$ cat config.mk
export PLATFORM = sky130hd
export DESIGN_NAME = psbd_ram
export DESIGN_NICKNAME = d
export VERILOG_FILES = /design/src/rtl/psbd_ram.sv
export SDC_FILE = /design/constraint.sdc
export NUM_CORES = 1
export LEC_CHECK = 0
export BUFFER_PORTS_ARGS = -buffer_cell sky130_fd_sc_hd__buf_2
export CORE_ASPECT_RATIO = 0.6
export CORE_MARGIN = 2
export CORE_UTILIZATION = 60
export CTS_CLUSTER_DIAMETER = 50
export DETAILED_ROUTE_END_ITERATION = 8
export MAX_ROUTING_LAYER = met4
export PLACE_DENSITY = 0.85
export SETUP_SLACK_MARGIN = 0.5
export SYNTH_ARGS = -nofsm -noshare
export SYNTH_HDL_FRONTEND = slang
export SYNTH_SLANG_ARGS = --single-unit
$ cat constraint.sdc
create_clock -name i_clk -period 1.88 [get_ports i_clk]
set_clock_uncertainty 0.15 [all_clocks]
set_input_delay 0.094 -clock i_clk [delete_from_list [all_inputs] [get_ports i_clk]]
set_output_delay 0.094 -clock i_clk [all_outputs]
set_load 0.05 [all_outputs]
$ cat src/rtl/psbd_ram.sv
// Generic single-port-write, single-port-read RAM with registered read data.
module psbd_ram #(
    parameter int Width = 8,
    parameter int Depth = 16
) (
    input  logic                     i_clk,
    input  logic                     i_we,
    input  logic [$clog2(Depth)-1:0] i_waddr,
    input  logic [Width-1:0]         i_wdata,
    input  logic [$clog2(Depth)-1:0] i_raddr,
    output logic [Width-1:0]         o_rdata
);

    logic [Width-1:0] r_mem [Depth];
    logic [Width-1:0] r_rdata;

    // Write port and registered read port.
    always_ff @(posedge i_clk) begin
        if (i_we) begin
            r_mem[i_waddr] <= i_wdata;
        end
        r_rdata <= r_mem[i_raddr];
    end

    assign o_rdata = r_rdata;

endmodule

==> metrics.md <==
| Metric | Value |
|---|---|
| CP Launch Type | `flip-flop` |
| PortBufs | `25` |
| Filler cells | `approximately 470` |
| Top_reg_cell synth | `edfxtp_1` |
| Slew headroom | `0.504` |
| Largest area contributor in the netlist | `edfxtp_1` |
| Path depth of the worst reg2reg path | `3` |
| Synth top area cells | `edfxtp_1 (75%), mux4_2 (7.9%), mux4_1 (7.1%), dfxtp_1 (3.1%), a22oi_1 (2.3%)` |
| Post-synthesis xor/xnor area fraction | `0` |
| Grt ovf | `0` |
| Syn Inst Count | `229` |
| Register area | `about 0.0040 sq mm` |
| Detailed Routing Iterations Pass 1 | `5` |
| Max Cap Viol | `0` |
| Crit-path max FO | `1` |
| Final core occ | `0.732` |
| Dpl hpwl | `6230 um` |
| Final min period | `1.43 ns` |
| CTS buffer count | `17` |
| Hold Crit Depth | `4` |
| Synth Area in Adders | `0` |
| Via count | `2572` |
| Clock power share | `0.433` |
| R2R Path Start | `r_mem[1][0]` |
| Top-count cell post-synth | `edfxtp_1` |
| Initial Utilization | `0.611` |
| EDFF count, synth | `128` |
| Period utilization | `0.760` |
| TNS Setup | `0 ns` |
| Floorplan row count | `26` |
| Pre-CTS WS | `about 0.23 ns` |
| Sw Pwr | `between 1000 and 1500 uW` |
| First-pass GRT wire length | `~15000 um` |
| Core area | `0.00843 sq mm` |
| Final ANT Viol Nets | `0` |
| Synth warnings | `0` |
| Routed wire length | `9990 um` |
| Crit. End Element | `flip-flop` |
| Endpoints failing setup | `0` |
| Crit path launch | `r_mem[1][0]` |
| TritonCTS clock tree | `built` |
| Total track usage | `0.254` |
| Initial antenna violation count | `0` |
| Async SR Flop Fraction | `0` |
| Mapped Area | `around 0.0051 sq mm` |
| Gpl congestion | `around 0.83` |
| Latest clock arrival within the worst-skew pair | `0.41 ns` |
| Clk sinks | `approximately 140` |
| Mux cell area share after synthesis | `0.150` |
| Distinct cells, synth | `19` |
| RSZ-0062 raised after global routing | `yes` |
| DR WL/cell | `about 24 um` |
| DR vias/cell | `~6.2` |
| Setup ws final | `between 0.4 and 0.5 ns` |
| Met3 Resource Use GR | `0.0936` |
| Min-Delay Endpoint | `o_rdata[2]` |
| Crit path kind | `reg -> reg` |
| Int Power | `5420 uW` |
| Post-Syn Area per Cell | `22.5 sq um` |
| Fmax | `about 700 MHz` |
| Gate power share | `0.061` |
| Syn nets | `about 250` |
| Nets | `~310` |
| Largest family of logic cells by synthesized area | `multiplexers` |
| Clock tree buffer depth | `2` |
| Pleak | `around 0.0021 uW` |
| R2R Setup Slk | `0.45 ns` |
| GRT Max-Usage Layer | `met2` |
| Slew @ Worst Pin | `~0.74 ns` |
| Crit path required time | `approximately 2 ns` |
| DR iter-0 viols | `~380` |
| Share of power burned in registers | `0.506` |
| Final hold vios | `0` |
| Total I/O pin count | `26` |
| Die ar. | `~0.0094 sq mm` |
| Area share of and/or/nand/nor cells after synthesis | `0.0318` |
| Die Y | `about 76 um` |
| Cell Count, Final, Fillers Out | `~420` |
| Die width | `124 um` |
| H-tree depth | `4` |
| Post-synthesis compound-gate area fraction | `0.0233` |
| Max VDD drop | `between 1 and 1.5 mV` |
| Hold/Removal Path Class | `in -> reg` |
| R2R Path End | `o_rdata[0]` |
| Hold wc startpoint | `i_raddr[3]` |
| Dpl cells | `approximately 380` |
| Area of the multi-input gates | `between 0.001 and 0.0015 sq mm` |
| Sw frac | `0.198` |
| Synth top area share | `0.747` |
| Postcts setup bufs | `0` |
| Yosys reg bits | `~140` |
| Vias in the first global route | `around 2600` |
| Max-slew violations | `0` |
| Share of post-route cells with drive strength above 1 | `0.351` |
| Fraction of the yosys area taken by sequential cells | `0.778` |
| Area Growth Syn to Fin | `19.8%` |
| Status | `complete, no violations` |
| Clk pin slew, worst setup/hold paths | `0.05 ns` |
| Routing usage on met1 | `0.346` |
| Arrival @ worst endpoint | `1.56 ns` |
| Largest net degree at the start of global routing | `33` |
| Met2 usage | `0.355` |
| DRC | `0` |
| Synth top cells by count | `edfxtp_1 (128), mux4_2 (18), a22oi_1 (16)` |
| Clock Root Buffer | `clkbuf_16` |
| Power Density | `between 1000 and 1500 mW/mm^2` |
| N_diodes | `0` |
power groups by stage:
stage	Combinational [uW]	Sequential, uW	Clock [uW]
6_report	415	3420	2930
5_1_grt	444	3420	3120
4_1_cts	415	3420	2970
3_5_place_dp	389	3480	0
3_3_place_gp	377	3470	0
2_1_floorplan	175	3540	0
cells in the final DEF, fill, tap and decap left out, types with 8 or more instances in the layout:
master	count
a22oi_1	9
buf_2	24
buf_4	19
clkbuf_16	17
dfxtp_1	8
dlygate4sd3_1	8
edfxtp_1	128
mux4_2	25
nand2_1	9
nor2_1	13
sequential cells by signal (all words and copies together), names as in the netlist:
signal,cells
o_rdata,8
r_mem,128
cells by family (layout without fill, tap and decap cells):
logic type	after synthesis	count (layout)
compound gates	16	16
buf+inv	10	86
flops	136	136
mux	32	32
simple gates	35	35
area by class of cell:
cell class / instances / area share
clock inverter: 5 / 0.00812
tap: 112 / 0.0227
timing repair buffer: 55 / 0.0666
sequential: 136 / 0.649
clock buffer: 26 / 0.0777
multi-input combinational: 83 / 0.175
timing repair:
| action | in CTS | in global routing |
|---|---|---|
| hold buffers | 8 | 0 |
| resized for setup | 12 | 3 |
| setup endpoints to repair | 8 | 9 |
| hold endpoints to repair | 128 | 0 |
| pin swaps | 8 | 2 |
per-layer routing:
layer | routed length, um | up-vias
li1 | - | 1094
met3 | 1030 | 8
met5 | 0 | -
met1 | 4250 | 1321
met2 | 4630 | 149
met4 | 75 | 0
how the worst max path moves through the flow:
| stage | end | slack, ns | cells past startpoint |
|---|---|---|---|
| floorplan | r_mem[3][0] | 0.37 | 2 |
| global placement | o_rdata[0] | 0.27 | 5 |
| detailed placement | o_rdata[0] | 0.23 | 5 |
| CTS | o_rdata[0] | 0.45 | 3 |
| global route | o_rdata[0] | 0.42 | 3 |
| finish | o_rdata[0] | 0.45 | 3 |
through the flow:
step / hold WS (ns) / cell area [sq um] / power [uW]
floorplan: 0.0429 / 5170 / 3710
global placement: 0.319 / 5540 / 3850
detailed placement: 0.328 / 5540 / 3860
CTS: 0.111 / 6160 / 6810
global route: 0.127 / 6160 / 6980
finish: 0.127 / 6160 / 6760
worst max-delay path, cell delays in order (launching register included):
cell      delay (ns)
edfxtp_1        0.38
mux4_2          0.47
a22oi_2         0.18
nand2_1         0.11
No activity file was read; power rests on OpenSTA's default activity.
