## config.mk

```make
export PLATFORM = sky130hd
export DESIGN_NAME = psbd_sq_unit
export DESIGN_NICKNAME = d
export VERILOG_FILES = /design/src/rtl/psbd_pkg.sv /design/src/rtl/psbd_sq_unit.sv
export SDC_FILE = /design/constraint.sdc
export NUM_CORES = 1
export LEC_CHECK = 0
export ABC_AREA = 1
export BUFFER_PORTS_ARGS = -buffer_cell sky130_fd_sc_hd__buf_2
export CAP_MARGIN = 20
export CORE_MARGIN = 4
export CORE_UTILIZATION = 52
export DETAILED_ROUTE_END_ITERATION = 8
export GPL_ROUTABILITY_DRIVEN = 0
export GPL_TIMING_DRIVEN = 0
export PLACE_DENSITY = 0.69
export SLEW_MARGIN = 25
export SYNTH_ARGS = -nofsm -noshare
export SYNTH_HDL_FRONTEND = slang
export SYNTH_SLANG_ARGS = --single-unit
```

## constraint.sdc

```tcl
create_clock -name i_clk -period 10.3 [get_ports i_clk]
set_input_delay 1.03 -clock i_clk [delete_from_list [all_inputs] [get_ports i_clk]]
set_output_delay 1.03 -clock i_clk [all_outputs]
set_load 0.1 [all_outputs]
```

## src/rtl/psbd_pkg.sv

```systemverilog
// Package with shared constants and types for the point-set bounds block.
package psbd_pkg;

    localparam int MaxVertices = 4096;
    localparam int CoordBits   = 24;
    localparam int DiamBits    = 25;
    localparam int CountBits   = $clog2(MaxVertices) + 1;
    localparam int AddrBits    = $clog2(MaxVertices);
    localparam int SqBits      = 2 * DiamBits + 1;
    localparam int VecBits     = 3 * CoordBits;

    // Sequencer states.
    typedef enum logic [3:0] {
        ST_LOAD,
        ST_RD,
        ST_WAIT,
        ST_DX,
        ST_DY,
        ST_DZ,
        ST_SUM,
        ST_SQRT,
        ST_OUT
    } t_state;

    // Squared-distance unit control.
    typedef struct packed {
        logic       start;
        logic [1:0] axis;
    } t_sq_ctl;

endpackage

```

## src/rtl/psbd_sq_unit.sv

```systemverilog
// Shared squaring unit: one axis difference squared and accumulated per cycle while i_en is high.
module psbd_sq_unit (
    input  logic                                 i_clk,
    input  psbd_pkg::t_sq_ctl                    i_ctl,
    input  logic                                 i_en,
    input  logic signed [psbd_pkg::CoordBits-1:0] i_a,
    input  logic signed [psbd_pkg::CoordBits-1:0] i_b,
    output logic [psbd_pkg::SqBits-1:0]          o_sum
);

    logic signed [psbd_pkg::CoordBits:0] w_diff;
    logic [psbd_pkg::CoordBits:0]        w_abs;
    logic [psbd_pkg::SqBits-1:0]         w_prod;
    logic [psbd_pkg::SqBits:0]           w_add;
    logic [psbd_pkg::SqBits-1:0]         r_sum;

    // Absolute difference and its square (at most 25 by 25 bits).
    always_comb begin
        w_diff = {i_a[psbd_pkg::CoordBits-1], i_a} - {i_b[psbd_pkg::CoordBits-1], i_b};
        w_abs  = w_diff[psbd_pkg::CoordBits] ?
                 (psbd_pkg::CoordBits+1)'(0) - w_diff : w_diff;
        w_prod = psbd_pkg::SqBits'(w_abs) * psbd_pkg::SqBits'(w_abs);
        w_add  = {1'b0, (i_ctl.start ? psbd_pkg::SqBits'(0) : r_sum)} + {1'b0, w_prod};
    end

    // Accumulate across three axes; the sum stays below 2^51.
    always_ff @(posedge i_clk) begin
        if (i_en) begin
            r_sum <= w_add[psbd_pkg::SqBits-1:0];
        end
    end

    assign o_sum = r_sum;

endmodule

```

==> flow_summary.json <==
{
  "yosysSeqAreaShare_pct": 6.46,
  "htreeDepth": 2,
  "min_to": "o_sum[0]",
  "start_util_pct": 53.1,
  "async_flop_share_pct": 0,
  "cts.sink_count": 51,
  "hp-class": "flip-flop to flip-flop",
  "worstReg2RegEnd": "o_sum[33]",
  "arrival_ps": 10030,
  "syn_inst": 2876,
  "largest_reg_flops": 51,
  "port_buffers": 100,
  "rsz0062_at_grt": "yes",
  "cts_tree": "built",
  "slew_violations": 0,
  "worstSetupStartpointType": "input port",
  "rows": 77,
  "die_x_um": 222,
  "drive_gt1_share_pct": 10.3,
  "cts_made_buffers": 5,
  "grt_pass1_wl_um": 110000,
  "ys_seq_elements": 51,
  "wl_per_cell_um": 19.1,
  "synth_top_area_share_pct": 43.9,
  "drv_cap": 0,
  "finalCriticalPeriod_ps": 9940,
  "fin_ws_ps": 358,
  "ant_nets": 0,
  "netlist_area_um2": 23700,
  "fin_tns_setup_ps": 0,
  "fmax_ghz": 0.101,
  "cp.required_ps": 10390,
  "wl_met1_um": 27300,
  "ys.flop_type": "edfxtp_1",
  "viasPerCell": 5.31,
  "relSlewSlack_pct": 42.6,
  "synthTopCellsByArea": "fa_1 44%, inv_1 14%, ha_1 11%, nand2_1 7.5%, edfxtp_1 6.5%",
  "clock-root-buffer": "clkbuf_16",
  "hp-start": "o_sum[0]",
  "hold_buffers": 0,
  "r2r_cells": 21,
  "core_area_um2": 44700,
  "critPathCaptureType": "flip-flop",
  "cp_max_fo": 10,
  "routed_wl_um": 68600,
  "route.met3.wl_um": 6800,
  "status": "finished clean",
  "synth_area_leader_cell": "fa_1",
  "post-place-ws_ps": -583,
  "drc": 0,
  "highest_layer": "met5",
  "grt_use_total_pct": 28.6,
  "firstDrtPassIters": 5,
  "die_h_um": 222,
  "dr_total_vias": 19100,
  "path_clk_slew_ps": 80,
  "insertion_delay_ps": 350,
  "crit_top_cell": "nand2_1",
  "dp.cells": 3586,
  "critPathSlowestCell": "fa_1",
  "min_path_cells": 3,
  "final_cell_count_no_fill": 3600,
  "wl_met2_um": 31800,
  "ios": 104,
  "grt_pass1_vias": 20600,
  "yosysWarningCount": 0,
  "clockBufferDepth": 2,
  "grt_max_degree": 39,
  "r2r_start": "o_sum[12]",
  "nets": 3786,
  "synth_edf_count": 51,
  "yosysMostFrequentCell": "inv_1",
  "syn_to_final_growth_pct": 7.45,
  "dpl.hpwl_um": 58900,
  "post-route-period-util_pct": 96.5,
  "grt_overflow": 0,
  "synthTopCellsByCount": "854 x inv_1, 520 x fa_1, 474 x nand2_1",
  "tightest_slew_ps": 861,
  "design_area_um2": 25500,
  "drt_iter0_drc": 1555,
  "avgSynthCellArea_um2": 8.25,
  "finalHoldViolations": 0,
  "fin_skew_ps": 14.7,
  "placed_cell_area_um2": 25100,
  "grt_antenna_before_repair": 1,
  "reg2reg_slack_ps": 4420,
  "synth_cell_types": 45,
  "criticalPathCategory": "input port to flip-flop",
  "n_fill_cell": 4136,
  "crit_path_max_incr_delay_ps": 610,
  "die-area_um2": 49100,
  "setup_viol": 0
}
per-layer routing:
layer / up-vias / track usage [%]
li1: 8594 / -
met1: 9464 / 38.1
met2: 904 / 46.4
met3: 166 / 6.96
met4: 2 / 9.72
met5: - / 0
cells by family after synthesis:
logic type                 Yosys count  share of synthesized area, %
DFF                                 51                          6.46
and+or+nand+nor                    928                          16.4
other                                2                        0.0317
xor gates and xnor gates            59                          2.67
buffers and inverters              935                          15.4
adders and majority gates          726                          54.7
AOI/OAI and AO/OA                  175                          4.25
area by class of cell:
type,count,area [um2],area share (%)
tap,592,741,2.91
sequential,51,1530,6.01
timing repair buffer,107,588,2.31
inverter,888,3340,13.1
buffer,47,339,1.33
antenna,1,2.50,0.00982
multi-input combinational,1907,18800,73.7
clock buffer,5,125,0.491
clock inverter,2,37.5,0.147
worst max-delay path: cells and delay by family:
family / cells / cell delay [ps]
xor gates and xnor gates: 1 / 110
adders and majority gates: 10 / 4530
and+or+nand+nor: 15 / 1910
AOI/OAI and AO/OA: 5 / 1270
buffers and inverters: 10 / 1150
layout by cell type (no fill, tap or decap), types with 19 or more instances in the layout:
| master | instances |
|---|---|
| inv_1 | 854 |
| fa_1 | 519 |
| nand2_1 | 470 |
| nor2_1 | 258 |
| ha_1 | 201 |
| buf_2 | 110 |
| a21oi_1 | 80 |
| nand3_1 | 70 |
| edfxtp_1 | 51 |
| nor2_2 | 40 |
| o21ai_0 | 34 |
| xor2_1 | 34 |
| inv_2 | 33 |
| nand2_2 | 31 |
| nand4_1 | 19 |
| conb_1 | 19 |
repair_timing:
item,in CTS,in global routing
resized for setup,4,51
endpoints found under the setup margin,5,25
gates cloned,0,0
setup buffers,0,6
hold endpoints to repair,0,0
pin swaps,0,4
how the worst max path moves through the flow:
| stage | depth (start not counted) | slack [ps] | start | end |
|---|---|---|---|---|
| final | 41 | 360 | i_a[0] | o_sum[47] |
| after global routing | 44 | -40 | i_a[0] | o_sum[49] |
| after CTS | 40 | 9 | i_a[0] | o_sum[47] |
| after detailed placement | 39 | -580 | i_a[0] | o_sum[47] |
| after global placement | 44 | -750 | i_a[0] | o_sum[50] |
| after floorplan | 42 | 1420 | i_a[0] | o_sum[46] |
per-stage QoR:
stage | hold WS, ps | util (%)
after floorplan | 1140 | -
after detailed placement | 776 | 56.1
after CTS | 796 | 56.5
final | 797 | 57.0
after global placement | 769 | 56.0
after global routing | 839 | 57.0
Power is left out: the tool's default activity adds up to more than one toggle a clock period on the data nets, which glitch-free logic cannot reach.
