### src/rtl/psbd_pkg.sv
// Package with shared constants and types for the point-set bounds block.
package psbd_pkg;

    localparam int MaxVertices = 4096;
    localparam int CoordBits   = 24;
    localparam int DiamBits    = 25;
    localparam int CountBits   = $clog2(MaxVertices) + 1;
    localparam int AddrBits    = $clog2(MaxVertices);
    localparam int SqBits      = 2 * DiamBits + 1;
    localparam int VecBits     = 3 * CoordBits;

    // Sequencer states.
    typedef enum logic [3:0] {
        ST_LOAD,
        ST_RD,
        ST_WAIT,
        ST_DX,
        ST_DY,
        ST_DZ,
        ST_SUM,
        ST_SQRT,
        ST_OUT
    } t_state;

    // Squared-distance unit control.
    typedef struct packed {
        logic       start;
        logic [1:0] axis;
    } t_sq_ctl;

endpackage

### src/rtl/psbd_sqrt.sv
// Bit-serial floor square root, one result bit per cycle.
module psbd_sqrt (
    input  logic                          i_clk,
    input  logic                          i_rst_n,
    input  logic                          i_start,
    input  logic [psbd_pkg::SqBits-1:0]   i_value,
    output logic                          o_done,
    output logic [psbd_pkg::DiamBits-1:0] o_root
);

    localparam int BitCntW = $clog2(psbd_pkg::DiamBits + 1);

    logic [psbd_pkg::DiamBits:0]   r_res, n_res;
    logic [BitCntW-1:0]            r_bit, n_bit;
    logic                          r_busy, n_busy;
    logic                          r_done, n_done;
    logic [psbd_pkg::DiamBits:0]   w_try;
    logic [2*psbd_pkg::DiamBits+1:0] w_sq;
    logic [psbd_pkg::SqBits-1:0]   r_val;

    // Try setting the current bit and keep it when the square still fits.
    always_comb begin
        w_try  = r_res | ((psbd_pkg::DiamBits+1)'(1) << r_bit);
        w_sq   = (2*psbd_pkg::DiamBits+2)'(w_try) * (2*psbd_pkg::DiamBits+2)'(w_try);
        n_res  = r_res;
        n_bit  = r_bit;
        n_busy = r_busy;
        n_done = 1'b0;
        if (i_start) begin
            n_res  = '0;
            n_bit  = BitCntW'(psbd_pkg::DiamBits);
            n_busy = 1'b1;
        end else if (r_busy) begin
            if (w_sq <= (2*psbd_pkg::DiamBits+2)'(r_val)) begin
                n_res = w_try;
            end
            if (r_bit == '0) begin
                n_busy = 1'b0;
                n_done = 1'b1;
            end else begin
                n_bit = r_bit - 1'b1;
            end
        end
    end

    always_ff @(posedge i_clk) begin
        if (!i_rst_n) begin
            r_busy <= 1'b0;
            r_done <= 1'b0;
        end else begin
            r_busy <= n_busy;
            r_done <= n_done;
        end
        r_res <= n_res;
        r_bit <= n_bit;
        if (i_start) begin
            r_val <= i_value;
        end
    end

    // Saturate to the all-ones diameter.
    assign o_done = r_done;
    assign o_root = r_res[psbd_pkg::DiamBits] ? '1 : r_res[psbd_pkg::DiamBits-1:0];

endmodule

### config.mk
export PLATFORM = sky130hd
export DESIGN_NAME = psbd_sqrt
export DESIGN_NICKNAME = d
export VERILOG_FILES = /design/src/rtl/psbd_pkg.sv /design/src/rtl/psbd_sqrt.sv
export SDC_FILE = /design/constraint.sdc
export NUM_CORES = 2
export LEC_CHECK = 0
export BUFFER_PORTS_ARGS = -buffer_cell sky130_fd_sc_hd__clkbuf_2
export CAP_MARGIN = 20
export CORE_MARGIN = 2
export CORE_UTILIZATION = 64
export CTS_BUF_LIST = sky130_fd_sc_hd__clkbuf_2
export CTS_CLUSTER_SIZE = 10
export DETAILED_ROUTE_END_ITERATION = 6
export HOLD_SLACK_MARGIN = 0.02
export PLACE_DENSITY = 0.82
export SETUP_SLACK_MARGIN = 0.15
export SLEW_MARGIN = 10
export SYNTH_ARGS = -nofsm -noshare
export SYNTH_HDL_FRONTEND = slang
export SYNTH_SLANG_ARGS = --single-unit
export TNS_END_PERCENT = 10
### constraint.sdc
create_clock -name i_clk -period 13.4 [get_ports i_clk]
set_input_delay 1.34 -clock i_clk [delete_from_list [all_inputs] [get_ports i_clk]]
set_output_delay 1.34 -clock i_clk [all_outputs]
set_load 0.1 [all_outputs]
==> summary.md, run 1 <==
| Metric | Value |
|---|---|
| Outcome | `complete, no violations` |
| Relative slew slack | `between 20% and 30%` |
| Initial antenna violation count | `4` |
| Die ar. | `between 30,000 and 40,000 sq um` |
| Ports | `80` |
| Crit Path Class | `register to register` |
| Setup-failing EPs final | `0` |
| TritonRoute pass-1 iters | `5` |
| CTS Sinks | `84` |
| Root buf cell | `clkbuf_2` |
| Mean Syn Cell Area | `9.00 sq um` |
| Seq/Total Area, Yosys | `under 10%` |
| P&R area growth vs syn | `4.45%` |
| Port bufs | `between 70 and 80` |
| Mapped cell area | `about 23,000 sq um` |
| TritonCTS clock tree | `yes` |
| FP Rows | `slightly below 70` |
| Final RePlAce weighted congestion | `between 0.9 and 1` |
| CP required | `between 10 and 15 ns` |
| Largest net degree at the start of global routing | `86` |
| Proportion of layout cells with a drive suffix above 1 | `under 10%` |
| Grt ovf | `0` |
| RSZ-0062 raised after global routing | `false` |
| Maxcap violations | `0` |
| CTS hold repair buffers | `0` |
| Fillers | `about 2,800` |
| Post-synth EDFFs | `51` |
| CTS Buf Count | `9` |
| Syn Nets | `about 3,400` |
| Placed Cells | `3,079` |
| DR WL/cell | `between 20 and 25 um` |
| Core Region | `between 30,000 and 40,000 sq um` |
| Yosys cell types | `65` |
| Post-route setup TNS | `0 ns` |
| Yosys warns | `0` |
| Total GRT Usage | `a little over a third` |
| Post-Layout Cell Count | `approximately 3,100` |
| Clock Latency Late Sink | `between 0.6 and 0.7 ns` |
| Clk pin slew, worst setup/hold paths | `roughly 0.24 ns` |
| Post-CTS setup buffers | `0` |
| Ys flop type | `edfxtp_1` |
| Via density | `5.70` |
| Die Wd | `195 um` |
| Final hold violation count | `0` |
| Vias in the first global route | `roughly 19,000` |
| Syn Inst Count | `about 2,600` |
| Final Critical Period | `11.82 ns` |
| Max stage delay on crit path | `0.88 ns` |
| Worst Path Arrival | `roughly 12 ns` |
| CTS max path bufs | `2` |
| Worst hold path depth | `2` |
| Reg2Reg Depth | `39` |
| HP Class | `register to register` |
| Crit-path most repeated cell | `fa_1` |
| Post-CTS sizing | `0` |
| Final period util | `roughly nine tenths` |
| Post-DRT Antenna Nets | `0` |
| PD cells | `33.3 nW/um^2` |
| Final routed DRC violation total | `0` |
| Leakage | `0.0137 uW` |
| Crit path max-delay cell type | `clkinv_1` |
| First-pass GRT wire length | `between 100,000 and 150,000 um` |
| Maximum clock frequency | `0.0846 GHz` |
| Seq cells post-synth | `84` |
| Detailed Route WL | `63,500 um` |
| Nets | `between 3,000 and 4,000` |
| Crit-path max FO | `26` |
| Initial Util | `between 60% and 70%` |
| Crit end category | `register` |
| DP HPWL | `approximately 52,000 um` |
| Least-Margin Pin Slew | `between 1 and 1.5 ns` |
| Vias | `between 15,000 and 20,000` |
| VDD IR max | `roughly 0.000071 V` |
| Clock Skew | `about 0.042 ns` |
| Critical path launch point type | `register` |
| H-tree depth | `3` |
| Pins Over Slew Limit | `0` |
| Post-synth ARST share | `0%` |
| Die Y | `195 um` |
| Iter 0 DRT Violations | `1,302` |
## synth_stat cells (all sizes together) (5+ instances only)
cell / number / share of area [%]
buf: 11 / 0.24
nand3: 16 / 0.34
xor2: 16 / 0.60
a21o: 30 / 0.97
a211oi: 9 / 0.29
a31oi: 13 / 0.35
nand4: 14 / 0.38
o22ai: 26 / 0.70
inv: 791 / 13
nor3: 14 / 0.30
edfxtp: 51 / 6.6
fa: 513 / 44
o21a: 8 / 0.26
clkbuf: 68 / 1.1
nor2: 206 / 3.3
and2: 8 / 0.23
ha: 243 / 13
a21oi: 73 / 1.6
o21ai: 38 / 0.88
and3: 6 / 0.18
o211ai: 10 / 0.36
o21bai: 9 / 0.29
nor2b: 14 / 0.38
nand2: 272 / 4.4
clkinv: 5 / 0.081
xnor2: 42 / 1.6
dfxtp: 33 / 2.8
## worst max-delay path: cells and delay by family (launching register included)
kind / cells / cell delay (ns)
compound gates: 11 / 2.61
buf+inv: 7 / 1.26
mux: 1 / 0.12
simple gates: 11 / 3.18
flops: 1 / 0.58
fa+ha+maj: 9 / 4.00
## sequential cells by signal, summed over array words and instances, names as in the netlist
register,count
o_done,1
r_bit,5
r_val,51
r_res,26
r_busy,1
## power by group
group	total (uW)	leakage (uW)	switching (uW)	internal [uW]
combinational	357	0.0129	296	60.9
sequential	298	0.000766	7.67	291
clock	156	0.0000864	93.5	63.0
## kinds of logic after synthesis
logic type / after synthesis / synth area share (%)
buffers and inverters: 875 / 14.2
adder cells (fa/ha/maj): 756 / 57.1
AND/OR/NAND/NOR: 572 / 10.2
AO/OA/AOI/OAI: 243 / 6.86
flip-flops: 84 / 9.40
XOR/XNOR: 58 / 2.18
multiplexers: 2 / 0.0912
## through the flow
stage | total power [uW] | utilization (%) | hold WS (ns) | worst slack (ns) | cell area (sq um)
6_report | 812 | 68.1 | 0.522 | 1.58 | 24400
5_1_grt | 840 | 68.1 | 0.549 | 0.890 | 24400
4_1_cts | 809 | 68.1 | 0.521 | 1.73 | 24300
3_5_place_dp | 655 | 67.7 | 0.494 | 1.77 | 24200
3_3_place_gp | 651 | 67.7 | 0.489 | 2.09 | 24200
2_1_floorplan | 562 | - | 0.449 | 3.80 | 23300
## layer usage
layer	share of wire [%]	GRT usage, %
met4	6.7	20.4
met2	48	58.1
met5	0.016	0
met3	9.6	6.98
met1	36	44.5
## cells in the final DEF, fill, tap and decap left out, types with 3 or more instances in the layout
cell type	instances
a211oi_1	9
a21o_1	30
a21oi_1	71
a221o_1	3
a221oi_1	3
a31oi_1	11
and2_1	7
and3_1	5
and4_1	4
buf_4	29
clkbuf_2	88
clkinv_1	5
clkinv_4	3
dfxtp_1	33
edfxtp_1	51
fa_1	513
ha_1	243
inv_1	791
nand2_1	272
nand2b_1	4
nand3_1	16
nand4_1	14
nor2_1	206
nor2b_1	14
nor3_1	14
nor4_1	3
o211ai_1	8
o21a_1	8
o21ai_0	35
o21bai_1	9
o22ai_1	26
xnor2_1	42
xor2_1	16
## cell type report
class	count	area (sq um)	area share, %
Multi-Input combinational cell	1631	17800	73.3
Sequential cell	84	2190	9.00
Inverter	796	2990	12.3
Clock buffer	10	50.0	0.205
Timing Repair Buffer	107	608	2.50
Clock inverter	6	90.1	0.370
Antenna cell	2	5.00	0.0205
Tap cell	461	577	2.37
## path summary, 6_finish.rpt
kind | start | endpoint | slack, ns
setup / recovery | r_bit[2] | r_res[16] | 1.58
hold / removal | r_res[3] | r_res[3] | 0.52
setup reg to reg | r_bit[2] | r_res[16] | 1.58
hold reg to reg | r_res[3] | r_res[3] | 0.52
Power figures use the tool's default switching activity.
==> run 2: changes to the inputs <==
CORE_UTILIZATION = 60   (was 64)
PLACE_DENSITY = 0.81   (was 0.82)
SKIP_LAST_GASP = 1   (was not set)
clock period = 10.1 ns   (was 13.4 ns; I/O delays follow)
==> summary.md, run 2 (synthesis gave the netlist of run 1 again) <==
| Metric | Value |
|---|---|
| Initial Util | `60.6% (-4.6 points)` |
| Clock Latency Late Sink | `0.62 ns (about the same)` |
| TritonRoute pass-1 iters | `6 (+1)` |
| Final Critical Period | `9.73 ns (-2.10 ns)` |
| First-pass GRT wire length | `105,000 um (+2.7%)` |
| Ports | `80 (unchanged)` |
| Largest net degree at the start of global routing | `86 (unchanged)` |
| CTS max path bufs | `2 (unchanged)` |
| Root buf cell | `clkbuf_2` |
| Post-DRT Antenna Nets | `0 (unchanged)` |
| Final Hold Slack | `0.539 ns (+0.0172 ns)` |
| Pins Over Slew Limit | `0 (unchanged)` |
| Crit-path most repeated cell | `fa_1` |
| Iter 0 DRT Violations | `1,570 (+21%)` |
| Post-Place Worst Slack | `-0.288 ns (-2.06 ns)` |
| Area of the multi-input gates | `18,300 sq um (+2.8%)` |
| HP Class | `primary input to register` |
| Setup-failing EPs final | `0 (unchanged)` |
| H-tree depth | `3 (unchanged)` |
| Critical path launch point type | `register` |
| Initial antenna violation count | `1 (-3)` |
| Regs by FF count | `r_val: 51 flops, r_res: 26 flops, r_bit: 5 flops` |
| Total GRT Usage | `33.8% (-1.7 points)` |
| VDD IR max | `0.000102 V (+43%)` |
| Commonest non-fill, non-tap cells in the layout | `inv_1 (780), fa_1 (505), nand2_1 (262), ha_1 (234), nor2_1 (190)` |
| Crit path max-delay cell type | `or4_4` |
| Crit Path Class | `register to register` |
| Core Region | `38,500 sq um (+7.6%)` |
| Port bufs | `79 (unchanged)` |
| CTS hold repair buffers | `0 (unchanged)` |
| Clk pin slew, worst setup/hold paths | `0.29 ns (+0.05 ns)` |
| Final period util | `96.3% (+8.1 points)` |
| Placed Cells | `3,211 (+4.3%)` |
| Final routed DRC violation total | `0 (unchanged)` |
| Hold_sp | `i_value[8]` |
| RSZ-0062 raised after global routing | `false` |
| Crit-path max FO | `8 (-69%)` |
| R2r startpoint | `r_bit[0]` |
| PnR Total Power | `1110 uW (+36%)` |
| Die ar. | `40,500 sq um (+6.5%)` |
| Leakage | `0.0143 uW (+4.3%)` |
| Worst r2r dst | `r_res[24]` |
| Outcome | `complete, no violations` |
| Grt ovf | `0 (unchanged)` |
| Final RePlAce weighted congestion | `1.03 (+6.4%)` |
| Die Y | `201 um (+3.2%)` |
| Hold EP | `r_val[8]` |
| Reg2Reg Depth | `40 (+2.6%)` |
| Least-Margin Pin Slew | `1.07 ns (+0.000998 ns)` |
| Clock Skew | `0.0622 ns (+0.0200 ns)` |
| Maximum clock frequency | `0.103 GHz (+22%)` |
| Nets | `3,545 (+3.1%)` |
| Most common cell after layout, fill and taps aside | `inv_1` |
| FF/Latch Area | `2210 sq um (+0.69%)` |
| Maxcap violations | `0 (unchanged)` |
| CTS Sinks | `84 (unchanged)` |
| R2R setup slack | `0.37 ns (-1.20 ns)` |
| DR WL/cell | `20.4 um (-0.54%)` |
| Worst hold path depth | `1 (-1)` |
| CP required | `10.64 ns (-3.28 ns)` |
| Vias in the first global route | `20,108 (+3.8%)` |
| Die Wd | `201 um (+3.2%)` |
| Relative slew slack | `28.9% (-0.066 points)` |
| TritonCTS clock tree | `yes` |
| DP HPWL | `54,900 um (+5.0%)` |
| Max reg flops | `51 (unchanged)` |
| Final hold violation count | `0 (unchanged)` |
| Crit end category | `register` |
| Max stage delay on crit path | `0.59 ns (-0.29 ns)` |
| Worst Path Arrival | `10.27 ns (-2.07 ns)` |
| Proportion of layout cells with a drive suffix above 1 | `12.8% (+7.4 points)` |
| Detailed Route WL | `66,400 um (+4.7%)` |
| CTS Buf Count | `9 (unchanged)` |
| Via density | `5.63 (-1.3%)` |
| CP delay by family, top | `adder cells` |
| Buf/Inv on CP | `10 (+3)` |
| Post-Layout Cell Count | `3,259 (+5.2%)` |
| Register bank with the most flops | `r_val` |
| Fillers | `3,028 (+8.8%)` |
| Setup ws final | `0.371 ns (-1.20 ns)` |
| FP Rows | `72 (+4.3%)` |
| Vias | `18,351 (+3.9%)` |
| PD cells | `42.9 nW/um^2 (+29%)` |
| P&R area growth vs syn | `10.7%` |
==> run 2: cell types whose count changed in the layout (fill, tap and decap cells not counted), sizes merged <==
cell,before,now
buf,29,132
clkbuf,88,87
bufinv,2,1
o21ai,38,41
inv,792,796
clkinvlp,0,1
clkinv,8,5
diode,2,1
==> run 2: worst max-delay path by stage <==
stage | start | to | slack [ns] | cells past startpoint
floorplan | r_bit[2] | r_res[23] | 0.50 | 40
global placement | r_bit[2] | r_res[14] | -0.03 | 37
detailed placement | r_bit[2] | r_res[5] | -0.29 | 35
CTS | r_bit[0] | r_res[11] | 0.16 | 41
global route | r_bit[1] | r_res[24] | 0.03 | 39
finish | r_bit[0] | r_res[24] | 0.37 | 40
==> run 2: per-stage QoR <==
step / setup TNS [ns] / utilization (%) / area, sq um
2_1_floorplan: 0 / - / 23300
3_3_place_gp: -0.665 / 64.6 / 24800
3_5_place_dp: -6.66 / 64.6 / 24800
4_1_cts: 0 / 65.2 / 25100
5_1_grt: 0 / 67.1 / 25800
6_report: 0 / 67.1 / 25800
==> run 2: final cells by class <==
cell class | instances | share of cell area [%]
Tap cell | 518 | 2.51
Multi-Input combinational cell | 1634 | 71.0
Sequential cell | 84 | 8.55
Clock buffer | 9 | 0.175
Clock inverter | 7 | 0.286
Antenna cell | 1 | 0.00969
Timing Repair Buffer | 210 | 5.82
Inverter | 796 | 11.6
==> run 2: timing repair <==
item,in CTS,in global routing
resized for setup,26,143
cloned,1,3
pin swaps,4,29
setup endpoints to repair,26,26
setup buffers,3,24
==> run 2: worst reg2reg max path: cells and delay by family, from the launching register on <==
family	cells	cell delay, ns
buffers and inverters	10	1.05
AOI/OAI and AO/OA	8	1.46
adders and majority gates	10	4.43
xor gates and xnor gates	1	0.20
and+or+nand+nor	11	2.04
DFF	1	0.44
==> run 2: layer usage <==
layer	part of all wire [%]	global-route usage, %	vias to the layer above
li1	-	-	7980
met1	35	41.3	9042
met2	47	55.9	1045
met3	11	7.50	284
met4	7.1	19.1	0
met5	0	0	-
==> run 2: power breakdown <==
group / internal [uW] / switching (uW) / leakage, uW / total (uW)
Sequential: 386 / 10.9 / 0.000768 / 397
Combinational: 97.9 / 420 / 0.0135 / 518
Clock: 58.9 / 134 / 0.0000770 / 192
Total: 543 / 565 / 0.0143 / 1110
